--- src/sv/rae_pkg.sv ---
// ----------------------------------------------------------------------------
// rae_pkg: register ALU instruction executor shared definitions
// Opcodes, ALU operation codes, control structs and field widths.
// ----------------------------------------------------------------------------
package rae_pkg;

    localparam int OPC_W          = 4;
    localparam int IDX_W          = 5;
    localparam int IMM_W          = 32;
    localparam int VAL_W          = 32;
    localparam int S_TDATA_W      = 56;
    localparam int M_TDATA_W      = 32;
    localparam int DEF_NUM_REGS   = 26;
    localparam int DEF_DATA_WIDTH = 32;

    typedef enum logic [OPC_W-1:0] {
        OP_LOAD   = 4'd0,
        OP_OUTPUT = 4'd1,
        OP_MOVE   = 4'd2,
        OP_EXCH   = 4'd3,
        OP_ADD    = 4'd4,
        OP_SUB    = 4'd5,
        OP_MUL    = 4'd6,
        OP_DIV    = 4'd7,
        OP_MOD    = 4'd8,
        OP_AND    = 4'd9,
        OP_OR     = 4'd10,
        OP_XOR    = 4'd11
    } opcode_t;

    typedef enum logic [2:0] {
        ALU_ADD,
        ALU_SUB,
        ALU_MUL,
        ALU_DIV,
        ALU_MOD,
        ALU_AND,
        ALU_OR,
        ALU_XOR
    } alu_op_t;

    typedef struct packed {
        logic    start;
        alu_op_t op;
    } alu_req_t;

    typedef struct packed {
        logic done;
        logic div_zero;
    } alu_rsp_t;

    typedef struct packed {
        logic             en;
        logic [IDX_W-1:0] idx0;
        logic [IDX_W-1:0] idx1;
    } rf_rd_req_t;

    typedef struct packed {
        logic             en;
        logic [IDX_W-1:0] idx;
    } rf_wr_req_t;

    function automatic alu_op_t alu_op_of(opcode_t opc);
        alu_op_t op;
        case (opc)
            OP_ADD:  op = ALU_ADD;
            OP_SUB:  op = ALU_SUB;
            OP_MUL:  op = ALU_MUL;
            OP_DIV:  op = ALU_DIV;
            OP_MOD:  op = ALU_MOD;
            OP_AND:  op = ALU_AND;
            OP_OR:   op = ALU_OR;
            default: op = ALU_XOR;
        endcase
        return op;
    endfunction

endpackage

--- src/sv/rae_regfile.sv ---
// ----------------------------------------------------------------------------
// rae_regfile: register file
// Two registered read ports, one write port; per-entry valid bits give the
// all-zero reset state. Indices at or above NUM_REGS read zero, writes dropped.
// ----------------------------------------------------------------------------
module rae_regfile #(
    parameter int NUM_REGS   = rae_pkg::DEF_NUM_REGS,
    parameter int DATA_WIDTH = rae_pkg::DEF_DATA_WIDTH
) (
    input  logic                   clk,
    input  logic                   rst_n,
    input  rae_pkg::rf_rd_req_t    rd,
    output logic [DATA_WIDTH-1:0]  rd_data0,
    output logic [DATA_WIDTH-1:0]  rd_data1,
    input  rae_pkg::rf_wr_req_t    wr,
    input  logic [DATA_WIDTH-1:0]  wr_data
);
    import rae_pkg::*;

    localparam int AW = $clog2(NUM_REGS);

    logic [DATA_WIDTH-1:0] mem [NUM_REGS];
    logic [NUM_REGS-1:0]   valid_reg;
    logic [DATA_WIDTH-1:0] raw0_reg;
    logic [DATA_WIDTH-1:0] raw1_reg;
    logic                  ok0_reg;
    logic                  ok1_reg;
    logic                  wr_ok;

    function automatic logic in_range(logic [IDX_W-1:0] idx);
        return {1'b0, idx} < (IDX_W+1)'(NUM_REGS);
    endfunction

    assign wr_ok = wr.en && in_range(wr.idx);

    always_ff @(posedge clk)
    begin
        if (wr_ok)
        begin
            mem[wr.idx[AW-1:0]] <= wr_data;
        end
        if (rd.en)
        begin
            raw0_reg <= mem[rd.idx0[AW-1:0]];
            raw1_reg <= mem[rd.idx1[AW-1:0]];
        end
    end

    always_ff @(posedge clk or negedge rst_n)
    begin
        if (!rst_n)
        begin
            valid_reg <= '0;
            ok0_reg   <= 1'b0;
            ok1_reg   <= 1'b0;
        end
        else
        begin
            if (wr_ok)
            begin
                valid_reg[wr.idx[AW-1:0]] <= 1'b1;
            end
            if (rd.en)
            begin
                ok0_reg <= in_range(rd.idx0) && valid_reg[rd.idx0[AW-1:0]];
                ok1_reg <= in_range(rd.idx1) && valid_reg[rd.idx1[AW-1:0]];
            end
        end
    end

    assign rd_data0 = ok0_reg ? raw0_reg : '0;
    assign rd_data1 = ok1_reg ? raw1_reg : '0;

endmodule

--- src/sv/rae_alu.sv ---
// ----------------------------------------------------------------------------
// rae_alu: iterative arithmetic unit
// One shared adder/subtractor serves add, sub, shift-add multiply, magnitude
// negation, restoring division and sign correction.
// ----------------------------------------------------------------------------
module rae_alu #(
    parameter int DATA_WIDTH = rae_pkg::DEF_DATA_WIDTH
) (
    input  logic                   clk,
    input  logic                   rst_n,
    input  rae_pkg::alu_req_t      req,
    input  logic [DATA_WIDTH-1:0]  x,
    input  logic [DATA_WIDTH-1:0]  y,
    output logic [DATA_WIDTH-1:0]  result,
    output rae_pkg::alu_rsp_t      rsp
);
    import rae_pkg::*;

    localparam int W  = DATA_WIDTH;
    localparam int CW = $clog2(DATA_WIDTH);

    typedef enum logic [2:0] {
        S_IDLE,
        S_EXEC,
        S_MAGX,
        S_MAGY,
        S_ITER,
        S_FIX,
        S_DONE
    } state_t;

    state_t        state_reg, state_next;
    alu_op_t       op_reg, op_next;
    logic [W-1:0]  opa_reg, opa_next;
    logic [W-1:0]  opb_reg, opb_next;
    logic [W-1:0]  acc_reg, acc_next;
    logic [W-1:0]  res_reg, res_next;
    logic [CW-1:0] cnt_reg, cnt_next;
    logic          neg_reg, neg_next;
    logic          zero_reg, zero_next;

    logic [W-1:0]  add_a;
    logic [W-1:0]  add_b;
    logic          add_sub;
    logic [W:0]    sum;
    logic [W-1:0]  div_sh;

    assign div_sh = {acc_reg[W-2:0], opa_reg[W-1]};
    assign sum    = {1'b0, add_a} + ({1'b0, add_b} ^ {(W+1){add_sub}}) + (W+1)'(add_sub);

    always_comb
    begin
        add_a   = opa_reg;
        add_b   = opb_reg;
        add_sub = 1'b0;
        case (state_reg)
            S_EXEC:
            begin
                add_sub = (op_reg == ALU_SUB);
            end
            S_MAGX:
            begin
                add_a   = '0;
                add_b   = opa_reg;
                add_sub = 1'b1;
            end
            S_MAGY:
            begin
                add_a   = '0;
                add_b   = opb_reg;
                add_sub = 1'b1;
            end
            S_ITER:
            begin
                if (op_reg == ALU_MUL)
                begin
                    add_a = acc_reg;
                    add_b = opa_reg;
                end
                else
                begin
                    add_a   = div_sh;
                    add_b   = opb_reg;
                    add_sub = 1'b1;
                end
            end
            S_FIX:
            begin
                add_a   = '0;
                add_b   = (op_reg == ALU_DIV) ? opa_reg : acc_reg;
                add_sub = 1'b1;
            end
            default:
            begin
                add_sub = 1'b0;
            end
        endcase
    end

    always_comb
    begin
        state_next = state_reg;
        op_next    = op_reg;
        opa_next   = opa_reg;
        opb_next   = opb_reg;
        acc_next   = acc_reg;
        res_next   = res_reg;
        cnt_next   = cnt_reg;
        neg_next   = neg_reg;
        zero_next  = zero_reg;
        case (state_reg)
            S_IDLE:
            begin
                if (req.start)
                begin
                    op_next    = req.op;
                    opa_next   = x;
                    opb_next   = y;
                    acc_next   = '0;
                    neg_next   = (req.op == ALU_DIV) ? (x[W-1] ^ y[W-1]) : x[W-1];
                    zero_next  = 1'b0;
                    state_next = S_EXEC;
                end
            end
            S_EXEC:
            begin
                state_next = S_DONE;
                case (op_reg)
                    ALU_ADD, ALU_SUB: res_next = sum[W-1:0];
                    ALU_AND:          res_next = opa_reg & opb_reg;
                    ALU_OR:           res_next = opa_reg | opb_reg;
                    ALU_XOR:          res_next = opa_reg ^ opb_reg;
                    ALU_MUL:
                    begin
                        cnt_next   = CW'(W - 1);
                        state_next = S_ITER;
                    end
                    ALU_DIV, ALU_MOD:
                    begin
                        if (opb_reg == '0)
                        begin
                            zero_next = 1'b1;
                            res_next  = '0;
                        end
                        else
                        begin
                            state_next = S_MAGX;
                        end
                    end
                    default: res_next = '0;
                endcase
            end
            S_MAGX:
            begin
                if (opa_reg[W-1])
                begin
                    opa_next = sum[W-1:0];
                end
                state_next = S_MAGY;
            end
            S_MAGY:
            begin
                if (opb_reg[W-1])
                begin
                    opb_next = sum[W-1:0];
                end
                cnt_next   = CW'(W - 1);
                state_next = S_ITER;
            end
            S_ITER:
            begin
                if (op_reg == ALU_MUL)
                begin
                    if (opb_reg[0])
                    begin
                        acc_next = sum[W-1:0];
                    end
                    opa_next = {opa_reg[W-2:0], 1'b0};
                    opb_next = {1'b0, opb_reg[W-1:1]};
                end
                else if (!sum[W])
                begin
                    acc_next = sum[W-1:0];
                    opa_next = {opa_reg[W-2:0], 1'b1};
                end
                else
                begin
                    acc_next = div_sh;
                    opa_next = {opa_reg[W-2:0], 1'b0};
                end
                if (cnt_reg == '0)
                begin
                    if (op_reg == ALU_MUL)
                    begin
                        res_next   = acc_next;
                        state_next = S_DONE;
                    end
                    else
                    begin
                        state_next = S_FIX;
                    end
                end
                else
                begin
                    cnt_next = cnt_reg - CW'(1);
                end
            end
            S_FIX:
            begin
                if (neg_reg)
                begin
                    res_next = sum[W-1:0];
                end
                else
                begin
                    res_next = (op_reg == ALU_DIV) ? opa_reg : acc_reg;
                end
                state_next = S_DONE;
            end
            S_DONE:
            begin
                state_next = S_IDLE;
            end
            default:
            begin
                state_next = S_IDLE;
            end
        endcase
    end

    always_ff @(posedge clk or negedge rst_n)
    begin
        if (!rst_n)
        begin
            state_reg <= S_IDLE;
            op_reg    <= ALU_ADD;
            opa_reg   <= '0;
            opb_reg   <= '0;
            acc_reg   <= '0;
            res_reg   <= '0;
            cnt_reg   <= '0;
            neg_reg   <= 1'b0;
            zero_reg  <= 1'b0;
        end
        else
        begin
            state_reg <= state_next;
            op_reg    <= op_next;
            opa_reg   <= opa_next;
            opb_reg   <= opb_next;
            acc_reg   <= acc_next;
            res_reg   <= res_next;
            cnt_reg   <= cnt_next;
            neg_reg   <= neg_next;
            zero_reg  <= zero_next;
        end
    end

    assign result       = res_reg;
    assign rsp.done     = (state_reg == S_DONE);
    assign rsp.div_zero = zero_reg;

endmodule

--- src/sv/register_alu_instruction_executor.sv ---
// ----------------------------------------------------------------------------
// register_alu_instruction_executor: decoded instruction executor
// Runs one instruction per transaction on a register file through a small
// sequencer and a shared iterative arithmetic unit.
//
//  channel | dir | payload (lowest bit first)
//  --------+-----+---------------------------------------------------------
//  s_      | in  | tdata: opcode, dest_index, src_a_index, src_b_index,
//          |     |        three_operand, immediate, zero pad
//  m_      | out | tdata: value; tuser: is_error
//
// Load and move write the register file in the dispatch state; exchange
// writes its second register in the exchange state; output and ALU ops go on.
// Multiply: one bit per cycle in the shared adder.
// Divide/modulo: one quotient bit per cycle; a zero divisor skips the
// iteration and gives an error result.
// Reset: asynchronous, register file reads as zero straight after reset.
// s_tready is low while a transaction is in flight; a held result in the
// output register does not stop the next transaction until it too has one.
// ----------------------------------------------------------------------------
module register_alu_instruction_executor #(
    parameter int NUM_REGS   = rae_pkg::DEF_NUM_REGS,
    parameter int DATA_WIDTH = rae_pkg::DEF_DATA_WIDTH
) (
    input  logic                            clk,
    input  logic                            rst_n,
    input  logic                            s_tvalid,
    output logic                            s_tready,
    // opcode[3:0], dest_index[8:4], src_a_index[13:9], src_b_index[18:14],
    // three_operand[19], immediate[51:20], pad[55:52]
    input  logic [rae_pkg::S_TDATA_W-1:0]   s_tdata,
    output logic                            m_tvalid,
    input  logic                            m_tready,
    // value[31:0]
    output logic [rae_pkg::M_TDATA_W-1:0]   m_tdata,
    // is_error[0]
    output logic                            m_tuser
);
    import rae_pkg::*;

    localparam int EXTW = (DATA_WIDTH > VAL_W) ? DATA_WIDTH : VAL_W;

    typedef enum logic [2:0] {
        ST_IDLE,
        ST_DISPATCH,
        ST_XCHG,
        ST_WAIT,
        ST_OUT
    } state_t;

    state_t           state_reg, state_next;
    opcode_t          opc_reg, opc_next;
    logic [IDX_W-1:0] dest_reg, dest_next;
    logic [IDX_W-1:0] srca_reg, srca_next;
    logic [IMM_W-1:0] imm_reg, imm_next;
    logic             m_tvalid_reg, m_tvalid_next;
    logic [VAL_W-1:0] out_val_reg, out_val_next;
    logic             out_err_reg, out_err_next;

    opcode_t          in_opc;
    logic [IDX_W-1:0] in_dest;
    logic [IDX_W-1:0] in_srca;
    logic [IDX_W-1:0] in_srcb;
    logic             in_three;
    logic [IMM_W-1:0] in_imm;
    logic             in_alu;
    logic             accept;

    rf_rd_req_t            rf_rd;
    rf_wr_req_t            rf_wr;
    logic [DATA_WIDTH-1:0] rf_wdata;
    logic [DATA_WIDTH-1:0] rd0;
    logic [DATA_WIDTH-1:0] rd1;

    alu_req_t              alu_req;
    alu_rsp_t              alu_rsp;
    logic [DATA_WIDTH-1:0] alu_result;

    logic [EXTW-1:0]       imm_ext;
    logic [EXTW-1:0]       rd0_ext;

    assign in_opc   = opcode_t'(s_tdata[3:0]);
    assign in_dest  = s_tdata[8:4];
    assign in_srca  = s_tdata[13:9];
    assign in_srcb  = s_tdata[18:14];
    assign in_three = s_tdata[19];
    assign in_imm   = s_tdata[51:20];
    assign in_alu   = in_opc inside {[OP_ADD:OP_XOR]};

    assign s_tready = (state_reg == ST_IDLE);
    assign accept   = s_tvalid && s_tready;

    assign rf_rd.en   = accept;
    assign rf_rd.idx0 = (in_alu && in_three) ? in_srca : in_dest;
    assign rf_rd.idx1 = (in_alu && in_three) ? in_srcb : in_srca;

    assign imm_ext = EXTW'(signed'(imm_reg));
    assign rd0_ext = EXTW'(signed'(rd0));

    rae_regfile #(
        .NUM_REGS   (NUM_REGS),
        .DATA_WIDTH (DATA_WIDTH)
    ) u_regfile (
        .clk      (clk),
        .rst_n    (rst_n),
        .rd       (rf_rd),
        .rd_data0 (rd0),
        .rd_data1 (rd1),
        .wr       (rf_wr),
        .wr_data  (rf_wdata)
    );

    assign alu_req.start = (state_reg == ST_DISPATCH) && (opc_reg inside {[OP_ADD:OP_XOR]});
    assign alu_req.op    = alu_op_of(opc_reg);

    rae_alu #(
        .DATA_WIDTH (DATA_WIDTH)
    ) u_alu (
        .clk    (clk),
        .rst_n  (rst_n),
        .req    (alu_req),
        .x      (rd0),
        .y      (rd1),
        .result (alu_result),
        .rsp    (alu_rsp)
    );

    always_comb
    begin
        state_next    = state_reg;
        opc_next      = opc_reg;
        dest_next     = dest_reg;
        srca_next     = srca_reg;
        imm_next      = imm_reg;
        out_val_next  = out_val_reg;
        out_err_next  = out_err_reg;
        m_tvalid_next = m_tvalid_reg && !m_tready;
        rf_wr.en      = 1'b0;
        rf_wr.idx     = dest_reg;
        rf_wdata      = rd1;
        case (state_reg)
            ST_IDLE:
            begin
                if (accept)
                begin
                    opc_next   = in_opc;
                    dest_next  = in_dest;
                    srca_next  = in_srca;
                    imm_next   = in_imm;
                    state_next = ST_DISPATCH;
                end
            end
            ST_DISPATCH:
            begin
                case (opc_reg)
                    OP_LOAD:
                    begin
                        rf_wr.en   = 1'b1;
                        rf_wdata   = imm_ext[DATA_WIDTH-1:0];
                        state_next = ST_IDLE;
                    end
                    OP_OUTPUT:
                    begin
                        state_next = ST_OUT;
                    end
                    OP_MOVE:
                    begin
                        rf_wr.en   = 1'b1;
                        state_next = ST_IDLE;
                    end
                    OP_EXCH:
                    begin
                        rf_wr.en   = 1'b1;
                        state_next = ST_XCHG;
                    end
                    OP_ADD, OP_SUB, OP_MUL, OP_DIV, OP_MOD, OP_AND, OP_OR, OP_XOR:
                    begin
                        state_next = ST_WAIT;
                    end
                    default:
                    begin
                        state_next = ST_IDLE;
                    end
                endcase
            end
            ST_XCHG:
            begin
                rf_wr.en   = 1'b1;
                rf_wr.idx  = srca_reg;
                rf_wdata   = rd0;
                state_next = ST_IDLE;
            end
            ST_WAIT:
            begin
                if (alu_rsp.done)
                begin
                    if (alu_rsp.div_zero)
                    begin
                        state_next = ST_OUT;
                    end
                    else
                    begin
                        rf_wr.en   = 1'b1;
                        rf_wdata   = alu_result;
                        state_next = ST_IDLE;
                    end
                end
            end
            ST_OUT:
            begin
                if (!m_tvalid_reg || m_tready)
                begin
                    out_err_next  = (opc_reg != OP_OUTPUT);
                    out_val_next  = (opc_reg == OP_OUTPUT) ? rd0_ext[VAL_W-1:0] : '0;
                    m_tvalid_next = 1'b1;
                    state_next    = ST_IDLE;
                end
            end
            default:
            begin
                state_next = ST_IDLE;
            end
        endcase
    end

    always_ff @(posedge clk or negedge rst_n)
    begin
        if (!rst_n)
        begin
            state_reg    <= ST_IDLE;
            opc_reg      <= OP_LOAD;
            dest_reg     <= '0;
            srca_reg     <= '0;
            imm_reg      <= '0;
            m_tvalid_reg <= 1'b0;
            out_val_reg  <= '0;
            out_err_reg  <= 1'b0;
        end
        else
        begin
            state_reg    <= state_next;
            opc_reg      <= opc_next;
            dest_reg     <= dest_next;
            srca_reg     <= srca_next;
            imm_reg      <= imm_next;
            m_tvalid_reg <= m_tvalid_next;
            out_val_reg  <= out_val_next;
            out_err_reg  <= out_err_next;
        end
    end

    assign m_tvalid = m_tvalid_reg;
    assign m_tdata  = out_val_reg;
    assign m_tuser  = out_err_reg;

    // divide-by-zero only ever comes back for a divide or modulo
    a_div_zero_op: assert property (@(posedge clk) disable iff (!rst_n)
        alu_rsp.done && alu_rsp.div_zero |-> (opc_reg == OP_DIV || opc_reg == OP_MOD))
        else $error("divide-by-zero flag on non-divide instruction");

    a_done_in_wait: assert property (@(posedge clk) disable iff (!rst_n)
        alu_rsp.done |-> state_reg == ST_WAIT)
        else $error("ALU completion outside wait state");

    a_accept_dispatch: assert property (@(posedge clk) disable iff (!rst_n)
        accept |=> state_reg == ST_DISPATCH && !s_tready)
        else $error("accepted transaction not dispatched");

    a_out_from_seq: assert property (@(posedge clk) disable iff (!rst_n)
        $rose(m_tvalid) |-> $past(state_reg == ST_OUT))
        else $error("result raised outside output state");

    a_error_zero: assert property (@(posedge clk) disable iff (!rst_n)
        m_tvalid && m_tuser |-> m_tdata == '0)
        else $error("error result carries non-zero value");

endmodule
--- config.mk ---
export PLATFORM = sky130hd
export DESIGN_NAME = register_alu_instruction_executor
export DESIGN_NICKNAME = d
export VERILOG_FILES = /design/src/sv/rae_pkg.sv /design/src/sv/rae_regfile.sv /design/src/sv/rae_alu.sv /design/src/sv/register_alu_instruction_executor.sv
export SDC_FILE = /design/constraint.sdc
export NUM_CORES = 2
export LEC_CHECK = 0
export BUFFER_PORTS_ARGS = -buffer_cell sky130_fd_sc_hd__buf_2
export CORE_ASPECT_RATIO = 0.7
export CORE_MARGIN = 4
export CORE_UTILIZATION = 35
export CTS_CLUSTER_SIZE = 20
export DETAILED_ROUTE_END_ITERATION = 10
export GPL_TIMING_DRIVEN = 0
export PLACE_DENSITY = 0.56
export SLEW_MARGIN = 25
export SYNTH_ARGS = -nofsm -noshare
export SYNTH_HDL_FRONTEND = slang
export SYNTH_SLANG_ARGS = --single-unit
--- constraint.sdc ---
create_clock -name clk -period 10.47 [get_ports clk]
set_input_delay 2.094 -clock clk [delete_from_list [all_inputs] [get_ports clk]]
set_output_delay 2.094 -clock clk [all_outputs]
set_load 0.01 [all_outputs]
==> results.toml <==
[worst_setup_path]
crit_start = "u_alu.op_reg[0]"
start_kind = "flip-flop"
arrival_ps = 9240
worstRegToRegCells = 19
cp_data_required_time_ps = 11050
reg2reg_to = "u_alu.acc_reg[19]"
critical_path_class = "flip-flop to flip-flop"
crit_path_end_kind = "flip-flop"
r2r_slack_ps = 1810
crit_fanout = 11
cp-endpoint = "u_alu.acc_reg[19]"
r2r-start = "u_alu.op_reg[0]"

[grt]
antenna_found_initial = 10
grt_pass1_vias = 45900
gr-total-overflow = 0
grt_use_total_pct = 29.1
grt_pass1_wl_um = 369000
grt_max_degree = 79

[timing]
fin_hold_ws_ps = 472
fin_crit_sh_pct = 82.7
tightest_slew_ps = 1240
finalWorstSetupSlack_ps = 1810
rsz0062_at_grt = "no"
fin_crit_ps = 8660
hold_violations = 0
tns_ps = 0
drv_slew = 0
fmax_mhz = 115
setup_viol = 0
slew_headroom_pct = 16.8
finalClockSkew_ps = 58.0

[clocking]
clock_sinks = 1148
clk_pin_slew_ps = 70
cts_buffers = 116
cts_resized = 0
cts_setup_buffers = 0
root_buffer = "clkbuf_16"
clk_latency_ps = 790
cts_max_path_buffers = 3
cts_tree = "done"
htree_levels = 3
cts_hold_buf = 0

[pwr]
vdd_drop_max_uv = 447
leakagePower_uw = 0.0252
p_per_area_nw_per_um2 = 378

[synthesis]
synth_edf_count = 896
syn_inst = 5153
async_flop_share_pct = 22.0
syn-num-nets = 5315
synth_top_area_share_pct = 44.2
yosys_most_used_dff = "edfxtp_1"
synth_seq_area_share_pct = 54.5
ys_ff_latch = 1148
yosysUniqueCellTypes = 86
yosys_warnings = 0
yosysTopAreaCell = "edfxtp_1"
syn_avg_cell_area_um2 = 11.8
synth.cell_area_um2 = 60900
yosys-top-cells-area = "edfxtp_1 (44%), mux4_2 (15%), dfrtp_1 (10%), nand2_1 (6.4%), a21oi_1 (3.4%)"

[run_status]
run_status = "finished, final reports clean"

[floorplan]
core_area_um2 = 172000
start_util_pct = 35.4
rows = 127
ios = 95
die_w_um = 507
die_h_um = 357
die_area_um2 = 181000

[cells_and_area]
final_common_cell = "nand2_1"
fillers = 16100
final_util_pct = 41.2
area_growth_pct = 16.5
nets = 5601
design_area_um2 = 70900
multi_input_area_um2 = 26300
layout-drive-gt1-share_pct = 17.7
largest_reg_flops = 832
seq_area_um2 = 33200
final_cell_mix = "nand2_1 (1,037), edfxtp_1 (896), mux4_2 (396)"

[route]
ant_nets = 0
firstDrtPassIters = 8
routedWlPerCell_um = 34.2
vias_per_cell = 6.33
drtIter0Drc = 8967
remaining_drc_errors = 0
num_vias = 49900
routed_wl_um = 269000

[place]
pre_cts_ws_ps = 2390
gp_congestion = 1.04
io_buffer_count = 90
place_hpwl_um = 209000
placed_cell_area_um2 = 66800

[min_path]
holdCritPathClass = "flip-flop to flip-flop"

[run]
drv_cap = 0
[metrics by stage]
step | cells | total power (uW)
after CTS | 7864 | 26100
after floorplan | 5153 | 15000
after global routing | 7865 | 27600
final | 7872 | 26800
after global placement | 7565 | 20900
after detailed placement | 7642 | 21600
[final cells by class]
class,count,area share [%]
diodes,7,0.0247
plain buffers,395,2.28
clock buffers,141,4.29
clock inverters,81,1.40
inverters,114,0.603
multi-input cells,3496,37.1
flip-flops and latches,1148,46.8
well taps,2322,4.10
repair buffers,168,3.40
[cell usage after synthesis, drive strengths merged (6+ instances only)]
library cell / number
nand3: 228
edfxtp: 896
nand3b: 6
nor4: 9
and3: 10
and2: 36
a21oi: 415
a41oi: 8
inv: 112
dfrtp: 252
a21boi: 6
o2111ai: 7
nand2: 1037
a221oi: 43
xnor2: 22
o31ai: 39
xor2: 42
ha: 101
o211ai: 23
a21o: 15
nor3: 21
clkbuf: 276
buf: 119
o21ai: 332
or2: 33
nor3b: 9
nand2b: 20
a31oi: 60
a22oi: 10
nor2: 292
mux4: 396
a211oi: 12
a222oi: 48
o22a: 36
nor2b: 6
mux2i: 70
mux2: 19
o22ai: 12
o21a: 10
nand4: 11
[worst max-delay path: stages, from the launching register on]
cell and delay, ps:
dfrtp_1 380, buf_6 170, nor3b_2 640, clkbuf_2 620
clkbuf_1 960, clkbuf_1 910, nor2_1 70, a21oi_1 370
o21ai_0 170, ha_1 460, nand2_1 140, nor3_1 440
a21boi_1 420, o21ai_0 200, a21oi_1 250, o211ai_2 420
and2_1 530, or2_1 480, a222oi_1 620, a21oi_1 190
[logic make-up (layout without fill, tap and decap cells)]
logic type / count (synthesis) / in the layout / share of synthesized area, %
xor+xnor: 64 / 64 / 0.920
compound gates: 1113 / 1113 / 11.1
simple gates: 1732 / 1732 / 11.9
mux: 485 / 485 / 16.1
buf+inv: 509 / 899 / 3.31
flops: 1148 / 1148 / 54.5
fa+ha+maj: 102 / 102 / 2.11
other cells: 0 / 7 / 0
[metal layers]
metal  up-vias  share of wire (%)  track usage (%)
li1      20000                  -                -
met1     25500                 43             44.5
met2      3949                 38             37.1
met3       436                 16             11.3
met4         2                3.6             9.18
met5         -              0.030            0.288
[how the worst min path moves through the flow]
stage,to,cells past startpoint,start,slack (ps)
3_3_place_gp,m_tdata[8],2,m_tdata[8],460
6_report,m_tdata[22],2,m_tdata[22],470
4_1_cts,m_tdata[22],2,m_tdata[22],480
2_1_floorplan,u_alu.result[0],2,u_alu.result[0],440
5_1_grt,m_tdata[12],2,m_tdata[12],500
3_5_place_dp,m_tdata[22],2,m_tdata[22],460
[power by group]
part	switching, uW	internal (uW)
Combinational	10700	4270
Clock	1970	2560
Sequential	970	6410
(Power assumes the default switching activity.)
